--- config.mk ---
export PLATFORM = sky130hd
export DESIGN_NAME = utf8_validating_code_point_counter_top
export DESIGN_NICKNAME = d
export VERILOG_FILES = /design/src/hw/rtl/u8c_pkg.sv /design/src/hw/rtl/u8c_front.sv /design/src/hw/rtl/u8c_queue.sv /design/src/hw/rtl/u8c_back.sv /design/src/hw/rtl/utf8_validating_code_point_counter_top.sv
export SDC_FILE = /design/constraint.sdc
export NUM_CORES = 1
export LEC_CHECK = 0
export ABC_AREA = 1
export ABC_CLOCK_PERIOD_IN_PS = 5300
export BUFFER_PORTS_ARGS = -buffer_cell sky130_fd_sc_hd__buf_2
export CORE_MARGIN = 3
export CORE_UTILIZATION = 55
export DETAILED_ROUTE_END_ITERATION = 8
export GPL_ROUTABILITY_DRIVEN = 0
export PLACE_DENSITY_LB_ADDON = 0.3
export SYNTH_ARGS = -nofsm -noshare
export SYNTH_HDL_FRONTEND = slang
export SYNTH_SLANG_ARGS = --single-unit
--- constraint.sdc ---
create_clock -name clk -period 5.3 [get_ports clk]
set_input_delay 1.06 -clock clk [delete_from_list [all_inputs] [get_ports clk]]
set_output_delay 1.06 -clock clk [all_outputs]
set_load 0.1 [all_outputs]
--- src/hw/rtl/u8c_pkg.sv ---
// ============================================================================
// u8c_pkg - shared types and constants for the UTF-8 code point counter
// Item classes passed from the front end to the back end, the end status
// codes, the saturation cap and the helpers for counting and range checks.
// ============================================================================
package u8c_pkg;

  // Largest string length the counters are meant for
  localparam longint unsigned MAX_STRING_BYTES = 64'd65535;

  // Counters hold at the smaller of MAX_STRING_BYTES and the 16-bit range
  localparam logic [16:0] COUNT_CAP =
    17'((MAX_STRING_BYTES < 64'd65535) ? MAX_STRING_BYTES : 64'd65535);

  // Code point limits
  localparam logic [20:0] MAX_CODE_POINT = 21'h10FFFF;
  localparam logic [20:0] SURR_LO        = 21'h00D800;
  localparam logic [20:0] SURR_HI        = 21'h00DFFF;

  // Queue between front and back end
  localparam int unsigned QUEUE_DEPTH = 4;
  localparam int unsigned QPTR_W      = $clog2(QUEUE_DEPTH);

  // Byte classes, decided in the front end
  typedef enum logic [2:0] {
    K_ASCII = 3'b001,
    K_CONT  = 3'b010,
    K_LEAD  = 3'b100
  } u8c_kind_t;

  // End status codes, also the running stop state of the back end
  typedef enum logic [1:0] {
    ST_VALID   = 2'd0,
    ST_INVALID = 2'd1,
    ST_LIMIT   = 2'd2
  } u8c_status_t;

  // One classified byte as held in the queue
  typedef struct packed {
    u8c_kind_t   kind;
    logic [2:0]  lead_len;   // continuation bytes announced by a lead byte
    logic [5:0]  bits;       // payload bits of the byte
    logic        last;
    logic        use_limit;
    logic [15:0] limit;
  } u8c_item_t;

  // Queue status seen by both ends
  typedef struct packed {
    logic full;
    logic empty;
  } u8c_qstat_t;

  // Saturating counter step
  function automatic logic [15:0] sat_add(input logic [15:0] a, input logic [2:0] b);
    logic [16:0] sum;
    sum = {1'b0, a} + {14'd0, b};
    if (sum > COUNT_CAP) begin
      sum = COUNT_CAP;
    end
    return sum[15:0];
  endfunction

  // Smallest value a sequence of the given continuation count may encode
  function automatic logic [20:0] shortest_value(input logic [1:0] n);
    logic [20:0] v;
    unique case (n)
      2'd0:    v = 21'h000000;
      2'd1:    v = 21'h000080;
      2'd2:    v = 21'h000800;
      default: v = 21'h010000;
    endcase
    return v;
  endfunction

endpackage

--- src/hw/rtl/u8c_front.sv ---
// ============================================================================
// u8c_front - input side of the UTF-8 code point counter
// Takes bytes from the stream, classifies each one and pushes the
// classified item into the queue while the queue has room.
// ============================================================================
module u8c_front (
  input  logic                in_tvalid,
  output logic                in_tready,
  input  logic [23:0]         in_tdata,   // [7:0] data_byte, [23:8] code_point_limit
  input  logic                in_tlast,   // last_byte
  input  logic                in_tuser,   // use_limit
  input  u8c_pkg::u8c_qstat_t qstat,
  output logic                push,
  output u8c_pkg::u8c_item_t  push_item
);

  logic [7:0] b;
  logic [2:0] n;
  logic       run;

  assign b = in_tdata[7:0];

  // Ones following the lead marker, bit 6 downwards, at most seven
  always_comb begin
    n   = 3'd0;
    run = 1'b1;
    for (int i = 6; i >= 0; i--) begin
      if (run && b[i]) begin
        n = n + 3'd1;
      end else begin
        run = 1'b0;
      end
    end
  end

  // Classification
  always_comb begin
    push_item           = '0;
    push_item.last      = in_tlast;
    push_item.use_limit = in_tuser;
    push_item.limit     = in_tdata[23:8];
    push_item.lead_len  = n;
    priority if (!b[7]) begin
      push_item.kind = u8c_pkg::K_ASCII;
      push_item.bits = b[5:0];
    end else if (!b[6]) begin
      push_item.kind = u8c_pkg::K_CONT;
      push_item.bits = b[5:0];
    end else begin
      push_item.kind = u8c_pkg::K_LEAD;
      push_item.bits = b[5:0] & (6'h3F >> n);
    end
  end

  // Handshake
  assign in_tready = !qstat.full;
  assign push      = in_tvalid && !qstat.full;

endmodule

--- src/hw/rtl/u8c_queue.sv ---
// ============================================================================
// u8c_queue - short queue of classified bytes
// Register based first-in first-out queue that lets the front and back end
// stall independently.
// ============================================================================
module u8c_queue (
  input  logic                clk,
  input  logic                rst_n,
  input  logic                push,
  input  u8c_pkg::u8c_item_t  push_item,
  input  logic                pop,
  output u8c_pkg::u8c_item_t  head_item,
  output u8c_pkg::u8c_qstat_t qstat
);

  u8c_pkg::u8c_item_t              mem_r [u8c_pkg::QUEUE_DEPTH];
  logic [u8c_pkg::QPTR_W-1:0]      wr_ptr_r, wr_ptr_nxt;
  logic [u8c_pkg::QPTR_W-1:0]      rd_ptr_r, rd_ptr_nxt;
  logic [u8c_pkg::QPTR_W:0]        count_r, count_nxt;

  // Status and head
  assign qstat.full  = (count_r == (u8c_pkg::QPTR_W+1)'(u8c_pkg::QUEUE_DEPTH));
  assign qstat.empty = (count_r == '0);
  assign head_item   = mem_r[rd_ptr_r];

  // Pointer update
  always_comb begin
    wr_ptr_nxt = wr_ptr_r;
    rd_ptr_nxt = rd_ptr_r;
    count_nxt  = count_r;
    if (push) begin
      wr_ptr_nxt = wr_ptr_r + 1'b1;
    end
    if (pop) begin
      rd_ptr_nxt = rd_ptr_r + 1'b1;
    end
    unique case ({push, pop})
      2'b10:   count_nxt = count_r + 1'b1;
      2'b01:   count_nxt = count_r - 1'b1;
      default: count_nxt = count_r;
    endcase
  end

  always_ff @(posedge clk) begin
    if (!rst_n) begin
      wr_ptr_r <= '0;
      rd_ptr_r <= '0;
      count_r  <= '0;
    end else begin
      wr_ptr_r <= wr_ptr_nxt;
      rd_ptr_r <= rd_ptr_nxt;
      count_r  <= count_nxt;
    end
  end

  // Storage, no reset needed
  always_ff @(posedge clk) begin
    if (push) begin
      mem_r[wr_ptr_r] <= push_item;
    end
  end

endmodule

--- src/hw/rtl/u8c_back.sv ---
// ============================================================================
// u8c_back - decoding side of the UTF-8 code point counter
// Pops one classified byte per cycle while not stalled, tracks the sequence in
// progress, validates code points and registers the result on the last byte.
// ============================================================================
module u8c_back (
  input  logic                clk,
  input  logic                rst_n,
  input  u8c_pkg::u8c_item_t  head_item,
  input  u8c_pkg::u8c_qstat_t qstat,
  output logic                pop,
  output logic                out_tvalid,
  input  logic                out_tready,
  output logic [31:0]         out_tdata,  // [15:0] code_points, [31:16] prefix_bytes
  output logic [1:0]          out_tuser   // end_status
);

  // Decoder state
  logic [2:0]            pend_r,    pend_nxt;
  logic [2:0]            seqlen_r,  seqlen_nxt;
  logic [14:0]           acc_r,     acc_nxt;
  logic [15:0]           bytes_r,   bytes_nxt;
  logic [15:0]           cnt_r,     cnt_nxt;
  u8c_pkg::u8c_status_t  stop_r,    stop_nxt;
  logic                  lim_en_r,  lim_en_nxt;
  logic [15:0]           lim_r,     lim_nxt;
  logic                  start_r,   start_nxt;

  // Result register
  logic                  ovalid_r,  ovalid_nxt;
  logic [31:0]           odata_r,   odata_nxt;
  logic [1:0]            ouser_r,   ouser_nxt;

  logic [20:0]           v;
  logic                  ok;

  // Pop while the result register can take a result
  assign pop = !qstat.empty && (!ovalid_r || out_tready);

  // Code point with the current continuation payload appended
  assign v = {acc_r, head_item.bits};

  always_comb begin
    ok = (seqlen_r <= 3'd3) && (v >= u8c_pkg::shortest_value(seqlen_r[1:0])) &&
         (v <= u8c_pkg::MAX_CODE_POINT) &&
         !((v >= u8c_pkg::SURR_LO) && (v <= u8c_pkg::SURR_HI));
  end

  // Decode step
  always_comb begin
    pend_nxt   = pend_r;
    seqlen_nxt = seqlen_r;
    acc_nxt    = acc_r;
    bytes_nxt  = bytes_r;
    cnt_nxt    = cnt_r;
    stop_nxt   = stop_r;
    lim_en_nxt = lim_en_r;
    lim_nxt    = lim_r;
    start_nxt  = start_r;
    if (pop) begin
      // First byte of a string: clear and sample the limit
      if (start_r) begin
        pend_nxt   = '0;
        seqlen_nxt = '0;
        acc_nxt    = '0;
        bytes_nxt  = '0;
        cnt_nxt    = '0;
        stop_nxt   = u8c_pkg::ST_VALID;
        lim_en_nxt = head_item.use_limit;
        lim_nxt    = head_item.limit;
      end
      start_nxt = head_item.last;
      if (stop_nxt == u8c_pkg::ST_VALID) begin
        if (pend_nxt == '0) begin
          // Byte where a new code point starts
          priority if (lim_en_nxt && (cnt_nxt >= lim_nxt)) begin
            stop_nxt = u8c_pkg::ST_LIMIT;
          end else if (head_item.kind == u8c_pkg::K_ASCII) begin
            cnt_nxt   = u8c_pkg::sat_add(cnt_nxt, 3'd1);
            bytes_nxt = u8c_pkg::sat_add(bytes_nxt, 3'd1);
          end else if (head_item.kind == u8c_pkg::K_CONT) begin
            stop_nxt = u8c_pkg::ST_INVALID;
          end else begin
            seqlen_nxt = head_item.lead_len;
            pend_nxt   = head_item.lead_len;
            acc_nxt    = {9'd0, head_item.bits};
            if (head_item.last) begin
              stop_nxt = u8c_pkg::ST_INVALID;
            end
          end
        end else begin
          // Continuation expected; start_r is low here, so v sees the live state
          if (head_item.kind != u8c_pkg::K_CONT) begin
            stop_nxt = u8c_pkg::ST_INVALID;
          end else begin
            acc_nxt  = v[14:0];
            pend_nxt = pend_r - 3'd1;
            if (pend_nxt == '0) begin
              if (ok) begin
                cnt_nxt   = u8c_pkg::sat_add(cnt_r, 3'd1);
                bytes_nxt = u8c_pkg::sat_add(bytes_r, seqlen_r + 3'd1);
              end else begin
                stop_nxt = u8c_pkg::ST_INVALID;
              end
            end else if (head_item.last) begin
              stop_nxt = u8c_pkg::ST_INVALID;
            end
          end
        end
      end
    end
  end

  // Result register
  always_comb begin
    ovalid_nxt = ovalid_r && !out_tready;
    odata_nxt  = odata_r;
    ouser_nxt  = ouser_r;
    if (pop && head_item.last) begin
      ovalid_nxt = 1'b1;
      odata_nxt  = {bytes_nxt, cnt_nxt};
      ouser_nxt  = stop_nxt;
    end
  end

  always_ff @(posedge clk) begin
    if (!rst_n) begin
      pend_r   <= '0;
      seqlen_r <= '0;
      acc_r    <= '0;
      bytes_r  <= '0;
      cnt_r    <= '0;
      stop_r   <= u8c_pkg::ST_VALID;
      lim_en_r <= 1'b0;
      lim_r    <= '0;
      start_r  <= 1'b1;
      ovalid_r <= 1'b0;
    end else begin
      pend_r   <= pend_nxt;
      seqlen_r <= seqlen_nxt;
      acc_r    <= acc_nxt;
      bytes_r  <= bytes_nxt;
      cnt_r    <= cnt_nxt;
      stop_r   <= stop_nxt;
      lim_en_r <= lim_en_nxt;
      lim_r    <= lim_nxt;
      start_r  <= start_nxt;
      ovalid_r <= ovalid_nxt;
    end
  end

  // Result payload, no reset needed
  always_ff @(posedge clk) begin
    odata_r <= odata_nxt;
    ouser_r <= ouser_nxt;
  end

  assign out_tvalid = ovalid_r;
  assign out_tdata  = odata_r;
  assign out_tuser  = ouser_r;

endmodule

--- src/hw/rtl/utf8_validating_code_point_counter_top.sv ---
// ============================================================================
// utf8_validating_code_point_counter_top - UTF-8 validating code point counter
// Decodes a byte stream as UTF-8 and, on the last byte of each string,
// reports code points decoded, prefix length in bytes and an end status.
// ============================================================================
//
//  Channel | Ports   | tdata fields (low bit up)          | tuser / tlast
//  --------+---------+------------------------------------+--------------------
//  input   | in_*    | data_byte[7:0], code_point_limit   | use_limit / last_byte
//  result  | out_*   | code_points[15:0], prefix_bytes    | end_status / -
//
//  One byte per cycle while results drain; back end decodes one byte a cycle.
//  out_tvalid rises after the last byte passes the queue and result register.
//  Synchronous active-low reset empties the 4-entry queue and the result slot.
//  in_tready drops only when the queue is full, i.e. after out_tready stalls.
//  A string yields exactly one result, on its byte with in_tlast set.
//
module utf8_validating_code_point_counter_top (
  input  logic        clk,
  input  logic        rst_n,
  input  logic        in_tvalid,
  output logic        in_tready,
  input  logic [23:0] in_tdata,   // [7:0] data_byte, [23:8] code_point_limit
  input  logic        in_tlast,   // last_byte
  input  logic        in_tuser,   // use_limit
  output logic        out_tvalid,
  input  logic        out_tready,
  output logic [31:0] out_tdata,  // [15:0] code_points, [31:16] prefix_bytes
  output logic [1:0]  out_tuser   // end_status
);

  logic                push;
  logic                pop;
  u8c_pkg::u8c_item_t  push_item;
  u8c_pkg::u8c_item_t  head_item;
  u8c_pkg::u8c_qstat_t qstat;

  // Front end: accept and classify
  u8c_front u_front (
    .in_tvalid (in_tvalid),
    .in_tready (in_tready),
    .in_tdata  (in_tdata),
    .in_tlast  (in_tlast),
    .in_tuser  (in_tuser),
    .qstat     (qstat),
    .push      (push),
    .push_item (push_item)
  );

  // Queue between the two ends
  u8c_queue u_queue (
    .clk       (clk),
    .rst_n     (rst_n),
    .push      (push),
    .push_item (push_item),
    .pop       (pop),
    .head_item (head_item),
    .qstat     (qstat)
  );

  // Back end: decode, validate, report
  u8c_back u_back (
    .clk        (clk),
    .rst_n      (rst_n),
    .head_item  (head_item),
    .qstat      (qstat),
    .pop        (pop),
    .out_tvalid (out_tvalid),
    .out_tready (out_tready),
    .out_tdata  (out_tdata),
    .out_tuser  (out_tuser)
  );

endmodule

# Word-level counts from Yosys, hierarchy flattened
# Memories as Yosys holds them, arrays and structs flattened. A register that Yosys moved wholly into a read port is not among the register bits.
# Cells that the tools add are included.
# classes
n_lt_le_gt_ge	10
n_bitwise	1
shifts	1
add_sub_neg	16
eq_ne	8
mux	85
n_reduce_logical	27
# op_table
cell	n
$mux 16	26
$mux 15	7
$gt 17x16->1 const B	4
$mux 3	22
$add 16x1->17 const B	3
$pmux 17 s3	1
$mux 2	14
$add 3x1->3 const B	8
$ge 21x16->1 const B	1
$ge 21x17->1	1
$le 21x16->1 const B	1
$le 21x21->1 const B	1
$add 16x3->17	1
$ge 16x16->1	1
$logic_and 1x1->1	15
$mux 1	12
$mux 6	2
$logic_not 3->1	3
$and 6x6->6	1
$pmux 3 s2	1
$shr 6x3->6 const A	1
$sub 3x1->3 const B	2
$logic_not 1->1	5
$add 2x1->2 const B	2
other kinds (10)	13
# word_totals
ff_bits	115
wordCells	164
output_inout_bits	36
mem_count	1
inputBits	30
mem_bits_rw	120
# mem_list
memory	words	width	rd	rd_ports_with_merged_regs	wr	line_no	rtl
u_queue.mem_r	4	30	1	1	1	u8c_queue.sv:16	u8c_pkg::u8c_item_t mem_r [u8c_pkg::QUEUE_DEPTH];

# Depth between registers and ports, before layout
# Gate-level depths: netlist (run 1).
# logic_depth
ltp_word	17
depth_mapped	27
mapped_depth_nobuf	23

# Cells and area by module
# From an unflattened synthesis (run 1), not the netlist that was laid out.
# hier_totals
hier_cells	1726
hier_area_um2	13852.0
# by_module_without_submodules
module	n_inst	seq_area_each_um2	cells_per_inst	area_each_um2
u8c_back	1	2502.4	1284	8393.0
u8c_queue	1	3783.6	348	4937.2
u8c_front	1	0.0	94	521.8

# Worst setup path after synthesis (run 1)
# Ideal clock, no wire load.
# synth_path
path_kind	input port to flip-flop
startpoint	in in_tdata[6]
endpoint	mem u_queue.mem_r[0][22] in the netlist's numbering, data pin
required_ns	5.097
n_path_buf	0
slack_ns	1.231
arrival_time_ns	3.866
setup_ns	0.203
path_stages	19
path_cell_list	nand2_1 > inv_1 > ha_1 > nor2_1 > nor2_1 > ha_1 > nand2_1 > nand2_1 > ha_1 > nor2_1 > a31oi_1 > ha_1 > nand2_1 > nand2_1 > ha_1 > or2_2 > o21ai_0 > nor2_1 > nor3_1
# synth_rtl
item	line_no	rtl
start: declaration	utf8_validating_code_point_counter_top.sv:23	input logic [23:0] in_tdata,
end: declaration	u8c_queue.sv:16	

==> results of run 1 <==
[placed cells by master (no fill, tap or decap), types with 2 or more instances in the layout]
cell type | Yosys | layout
buf_4 | 4 | 15
and2_1 | 2 | 2
fa_1 | 2 | 2
nand2_1 | 469 | 469
inv_4 | 2 | 2
edfxtp_1 | 154 | 154
nor4_1 | 2 | 2
bufinv_16 | 0 | 5
o21ai_0 | 130 | 130
nand2_2 | 2 | 2
nor3_2 | 3 | 3
o21bai_1 | 3 | 3
o21ai_1 | 8 | 8
o22ai_1 | 26 | 26
a21oi_1 | 138 | 138
clkbuf_16 | 0 | 26
a21oi_2 | 3 | 3
inv_1 | 188 | 186
xor2_1 | 18 | 18
buf_2 | 15 | 65
o211ai_1 | 10 | 10
nand3b_1 | 4 | 4
nor2_1 | 203 | 198
clkinv_2 | 0 | 8
nor2_2 | 14 | 18
xnor2_1 | 2 | 2
nand4_1 | 52 | 52
dfxtp_2 | 0 | 2
nor2_4 | 2 | 3
a31oi_1 | 10 | 9
nand3_1 | 116 | 116
ha_1 | 44 | 44
nand3_4 | 2 | 2
dfxtp_1 | 83 | 81
clkinv_1 | 2 | 7
inv_2 | 5 | 7
nand3_2 | 6 | 6
nor3_1 | 14 | 14
[worst paths after layout]
kind | depth (start not counted) | to | slack [ns] | start
setup reg to reg | 15 | u_back.acc_r[12] | 1.07 | register
setup / recovery | 15 | u_back.acc_r[12] | 1.07 | register
hold / removal | 1 | u_queue.count_r[0] | 0.45 | u_queue.count_r[0]
hold reg to reg | 1 | u_queue.count_r[0] | 0.45 | u_queue.count_r[0]
[stage by stage]
step | hold slack [ns] | util, % | power, mW
after CTS | 0.452 | 61.9 | 9.21
final | 0.452 | 61.9 | 9.21
after floorplan | 0.422 | - | 6.38
after global routing | 0.483 | 61.9 | 9.85
after detailed placement | 0.446 | 58.2 | 7.29
after global placement | 0.436 | 58.2 | 7.18
[flip-flops by register name, indices dropped and copies added, names as in the netlist, named ones only]
register,flops
u_queue.count_r,3
u_queue.wr_ptr_r,2
u_back.pend_r,3
u_back.lim_r,16
u_back.acc_r,15
u_queue.rd_ptr_r,2
u_back.out_tvalid,1
u_back.cnt_r,16
u_back.bytes_r,16
u_back.start_r,1
u_queue.mem_r,120
u_back.seqlen_r,3
u_back.out_tuser,2
u_back.out_tdata,32
u_back.lim_en_r,1
u_back.stop_r,2
[power breakdown]
group	switching [mW]	internal, mW
clock	0.753	1.15
sequential	0.298	2.51
combinational	3.45	1.05
[layout make-up]
type | count | area, sq um | area share (%)
Clock buffer | 27 | 654 | 4.31
Clock inverter | 21 | 255 | 1.68
Inverter | 197 | 744 | 4.90
Multi-Input combinational cell | 1294 | 6400 | 42.2
Sequential cell | 237 | 6290 | 41.4
Tap cell | 324 | 405 | 2.67
Timing Repair Buffer | 80 | 438 | 2.88
[per-layer routing]
metal	global-route usage, %	wire length [um]
met1	33.8	14400
met5	0	0
met4	8.43	1010
met3	3.03	2450
met2	40.9	15700
[logic make-up (layout without fill, tap and decap cells)]
logic type,count (synthesis),count (layout),share of synthesized area [%]
xor gates and xnor gates,21,21,1.38
DFF,237,237,45.5
and+or+nand+nor,893,893,27.6
adders and majority gates,46,46,4.27
buffers and inverters,283,325,8.40
AOI/OAI and AO/OA,334,334,12.9
[worst max-delay path, delay by kind of cell (launching register included)]
family / cells / cell delay [ns]
buffers and inverters: 2 / 1.12
AND/OR/NAND/NOR: 7 / 1.41
adder cells (fa/ha/maj): 1 / 0.33
AO/OA/AOI/OAI: 5 / 0.97
flip-flops: 1 / 0.31
==> reports/metrics.csv, run 1 <==
metric,value,unit
Pins Over Slew Limit,0,
vias per cell,5.67,
share of the synthesized area in the top cell type,33.4,%
Skew-Pair Late Insertion Delay,0.55,ns
Post-Layout Cell Count,2180,
Routed WL per cell,15.4,um
Synth Cell Area,0.0138,sq mm
GRT overflow,0,
Crit Path Category,reg -> reg,
detailed-route via count,12352,
register area share after synthesis,45.5,%
fin worst setup slack,1.07,ns
Post-Layout Inst Area,0.0152,sq mm
ant diodes,0,
Synth Flop Type,edfxtp_1,
largest net degree at the start of global routing,60,
run status,"complete, no violations",
Remaining DRCs,0,
CTS buffer count,26,
post-CTS sizing,0,
initial antenna violation count,0,
startpoint types,register,
I/O Buffers,65,
syn_nets,1890,
synth cell count leaders,"nand2_1, nor2_1, inv_1, edfxtp_1, a21oi_1",
Hold Crit Class,reg -> reg,
GRT Resource Usage Total,24.7,%
Peak Freq,0.236,GHz
yosys warns,0,
Post-CTS Setup Inserts,0,
CTS max path bufs,3,
antenna-violating nets left,0,
worst vdd ir,0.526,mV
worst-path maximum fanout,30,
placed inst area,0.0143,sq mm
filler instances,2156,
Worst slew margin,29.3,%
#FFs+latches synth,237,
first-pass GRT wire length,55.0,mm
area grow syn2layout,9.85,%
critical path's largest stage delay,0.69,ns
Pleak,6.30,nW
H-tree level count,1,
RSZ-0062 raised after global routing,no,
nets@finish,1912,
pre-CTS setup slack,0.780,ns
io pins,66,
most common cell in the synthesized netlist,nand2_1,
worst slew pin tran,1.06,ns
post-route minimum period,4.23,ns
DRT Pass-1 Iters,5,
TritonCTS clock tree,yes,
share of cells above drive strength 1,9.38,%
WP data required,5.78,ns
cell taking the most area after synthesis,edfxtp_1,
Netlist cell types,46,
period utilization,79.8,%
Placed Cells,2132,
Clock Pin Slew Worst Setup and Hold Paths,0.06,ns
die area,0.0271,sq mm
number of synthesized flops with an enable pin,154,
ys async rst share,0,%
root buffer cell,clkbuf_16,
# setup viols final,0,
most area-consuming cells after synthesis,"edfxtp_1, nand2_1, dfxtp_1",
Critical Path Sink Type,register,
"Hold Violations, Final",0,
Core ar.,0.0245,sq mm
initial DRC count,1066,
Critical Path AT,4.71,ns
hold_buf cts,0,
die height,165,um
die width,165,um
Sinks on Clock Net,237,
Pwr Density,606,mW/mm^2
max-cap viol count,0,
Syn Inst Count,1814,
CP max stage cell,inv_1,
drt total wl,33.6,mm
setup_tns,0,ns
Clock Skew,0.0143,ns
crit-path cells,"inv_1, o21ai_0, o22ai_1, o21ai_0, ha_1, nand2_1, nor3_1, nand3_1, nand3_1, nand2_1, nand2_1, clkinv_1, nor3_1, o21ai_0, a21oi_1",
vias in the first global route,11373,
Rows,57,
detailed placement HPWL,22.5,mm
Synth Area per Inst,7.62,sq um
Initial Util,56.4,%
(Power assumes the default switching activity.)
==> run 2: changes to the inputs <==
--- a/config.mk
+++ b/config.mk
@@ -6,7 +6,7 @@
 export NUM_CORES = 1
 export LEC_CHECK = 0
 export ABC_AREA = 1
-export ABC_CLOCK_PERIOD_IN_PS = 5300
+export ABC_CLOCK_PERIOD_IN_PS = 4100
 export BUFFER_PORTS_ARGS = -buffer_cell sky130_fd_sc_hd__buf_2
 export CORE_MARGIN = 3
 export CORE_UTILIZATION = 55
==> constraint.sdc (replaced) <==
create_clock -name clk -period 4.1 [get_ports clk]
set_input_delay 0.82 -clock clk [delete_from_list [all_inputs] [get_ports clk]]
set_output_delay 0.82 -clock clk [all_outputs]
set_load 0.1 [all_outputs]
==> reports/metrics.csv, run 2 (same netlist as run 1, synthesis figures left out) <==
metric,value,unit
Remaining DRCs,0,
Skew-Pair Late Insertion Delay,0.55,ns
Post-CTS Setup Inserts,0,
critical path's largest stage delay,0.37,ns
period utilization,91.8,%
Rows,57,
clock network fraction of total power,18.4,%
CP dominant cell by count,nand2_1,
initial antenna violation count,0,
Crit Path Category,reg -> reg,
vias per cell,5.64,
WP data required,4.55,ns
CP max stage cell,dfxtp_1,
worst-path maximum fanout,30,
fin worst setup slack,0.335,ns
detailed placement HPWL,23.1,mm
die area,0.0271,sq mm
Pwr Density,771,mW/mm^2
max-cap viol count,0,
sw power,5.82,mW
detailed-route via count,12339,
Pins Over Slew Limit,0,
worst vdd ir,0.728,mV
max reg flops,120,
Routed WL per cell,15.5,um
Post-Layout Cell Count,2188,
I/O Buffers,65,
Sw Share,49.7,%
Total Power,11.7,mW
Hold Crit Class,reg -> reg,
nets@finish,1921,
footprint of the multi-input gates,0.00640,sq mm
CTS buffer count,25,
DRT Pass-1 Iters,8,
CTS max path bufs,3,
met1 wire length,14.7,mm
Peak Freq,0.266,GHz
Initial Util,56.4,%
Core ar.,0.0245,sq mm
ant diodes,0,
run status,"complete, no violations",
Pleak,6.27,nW
post-route minimum period,3.76,ns
DR WL met2,15.8,mm
pre-CTS setup slack,-0.110,ns
drt total wl,34.0,mm
GRT Resource Usage Total,25.2,%
Sinks on Clock Net,237,
TritonCTS clock tree,yes,
die height,165,um
GRT overflow,0,
die width,165,um
startpoint types,register,
vias in the first global route,11529,
io pins,66,
crit-path cells,"buf_4, o21ai_0, o22ai_1, o21ai_0, ha_1, nand2_1, inv_1, nor2_1, o21ai_0, a21oi_1, nand3_1, nand2_1, nand2_1, a21oi_1, nand2_1, buf_12, a21oi_1, nand2_1, a21oi_1",
root buffer cell,clkbuf_16,
initial DRC count,1073,
Comb pwr share,50.4,%
Clock Skew,0.0148,ns
RSZ-0062 raised after global routing,no,
largest reg by FF count,u_queue.mem_r,
antenna-violating nets left,0,
filler instances,2205,
H-tree level count,1,
area grow syn2layout,9.74,%
cell-internal power,5.88,mW
# setup viols final,0,
share of cells above drive strength 1,9.82,%
Critical Path Sink Type,register,
sequential power share,31.2,%
first-pass GRT wire length,56.1,mm
Max Used Layer,met4,
setup_tns,0,ns
Critical Path AT,4.22,ns
worst slew pin tran,0.782,ns
Reg area,0.00629,sq mm
fin util,61.9,%
"Hold Violations, Final",0,
Clock Pin Slew Worst Setup and Hold Paths,0.06,ns
Worst slew margin,47.9,%
largest net degree at the start of global routing,52,
most frequent cells in the layout,"nand2_1, nor2_1, inv_1, edfxtp_1, a21oi_1",
"commonest non-fill, non-tap cell in the layout",nand2_1,
Placed Cells,2142,
met3 routed WL,2.59,mm
run 2: cell count changes in the layout (fill, tap and decap cells not counted), sizes merged:
cell and change:
clkbuf +1, clkinv -3, bufinv -4, inv -2
buf +10, clkinvlp +6
run 2: through the flow:
stage | hold slack [ns] | area, sq um
2_1_floorplan | 0.422 | 13800
3_3_place_gp | 0.434 | 14400
3_5_place_dp | 0.440 | 14400
4_1_cts | 0.449 | 15200
5_1_grt | 0.477 | 15200
6_report | 0.449 | 15200
run 2: worst paths after layout:
kind                            slack, ns               start  depth (start not counted)            endpoint
worst max register to register       0.34            register                         19     u_back.cnt_r[6]
worst max-delay path                 0.34            register                         19     u_back.cnt_r[6]
worst min register to register       0.45  u_queue.count_r[0]                          1  u_queue.count_r[0]
worst min-delay path                 0.45  u_queue.count_r[0]                          1  u_queue.count_r[0]
run 2: metal layers:
layer  up-vias  track usage, %
met2       498            41.7
met5         -               0
li1       6131               -
met1      5639            34.4
met3        71            3.41
met4         0            8.27
run 2: cell type report:
cell class              count  area share (%)
clock inverters            18           0.907
multi-input cells        1294            42.2
well taps                 324            2.67
flip-flops and latches    237            41.5
clock buffers              28            4.26
inverters                 197            4.96
repair buffers             90            3.55
run 2: critical path, delay by kind of cell, from the launching register on:
kind / cells / cell delay [ns]
fa+ha+maj: 1 / 0.35
simple gates: 7 / 0.98
compound gates: 8 / 1.33
buf+inv: 3 / 0.64
flops: 1 / 0.37
run 2: timing repair:
| action | in CTS | in global routing |
|---|---|---|
| setup endpoints to repair | 0 | 26 |
| hold buffers | 0 | 0 |
| resized for setup | 0 | 3 |
run 2: power by group through the flow:
| stage | registers (mW) | clock network (mW) | logic [mW] |
|---|---|---|---|
| after floorplan | 4.86 | 0 | 3.39 |
| after global placement | 3.66 | 0 | 5.70 |
| after detailed placement | 3.68 | 0 | 5.83 |
| after CTS | 3.64 | 2.19 | 5.86 |
| after global routing | 3.72 | 2.30 | 6.52 |
| final | 3.65 | 2.15 | 5.89 |
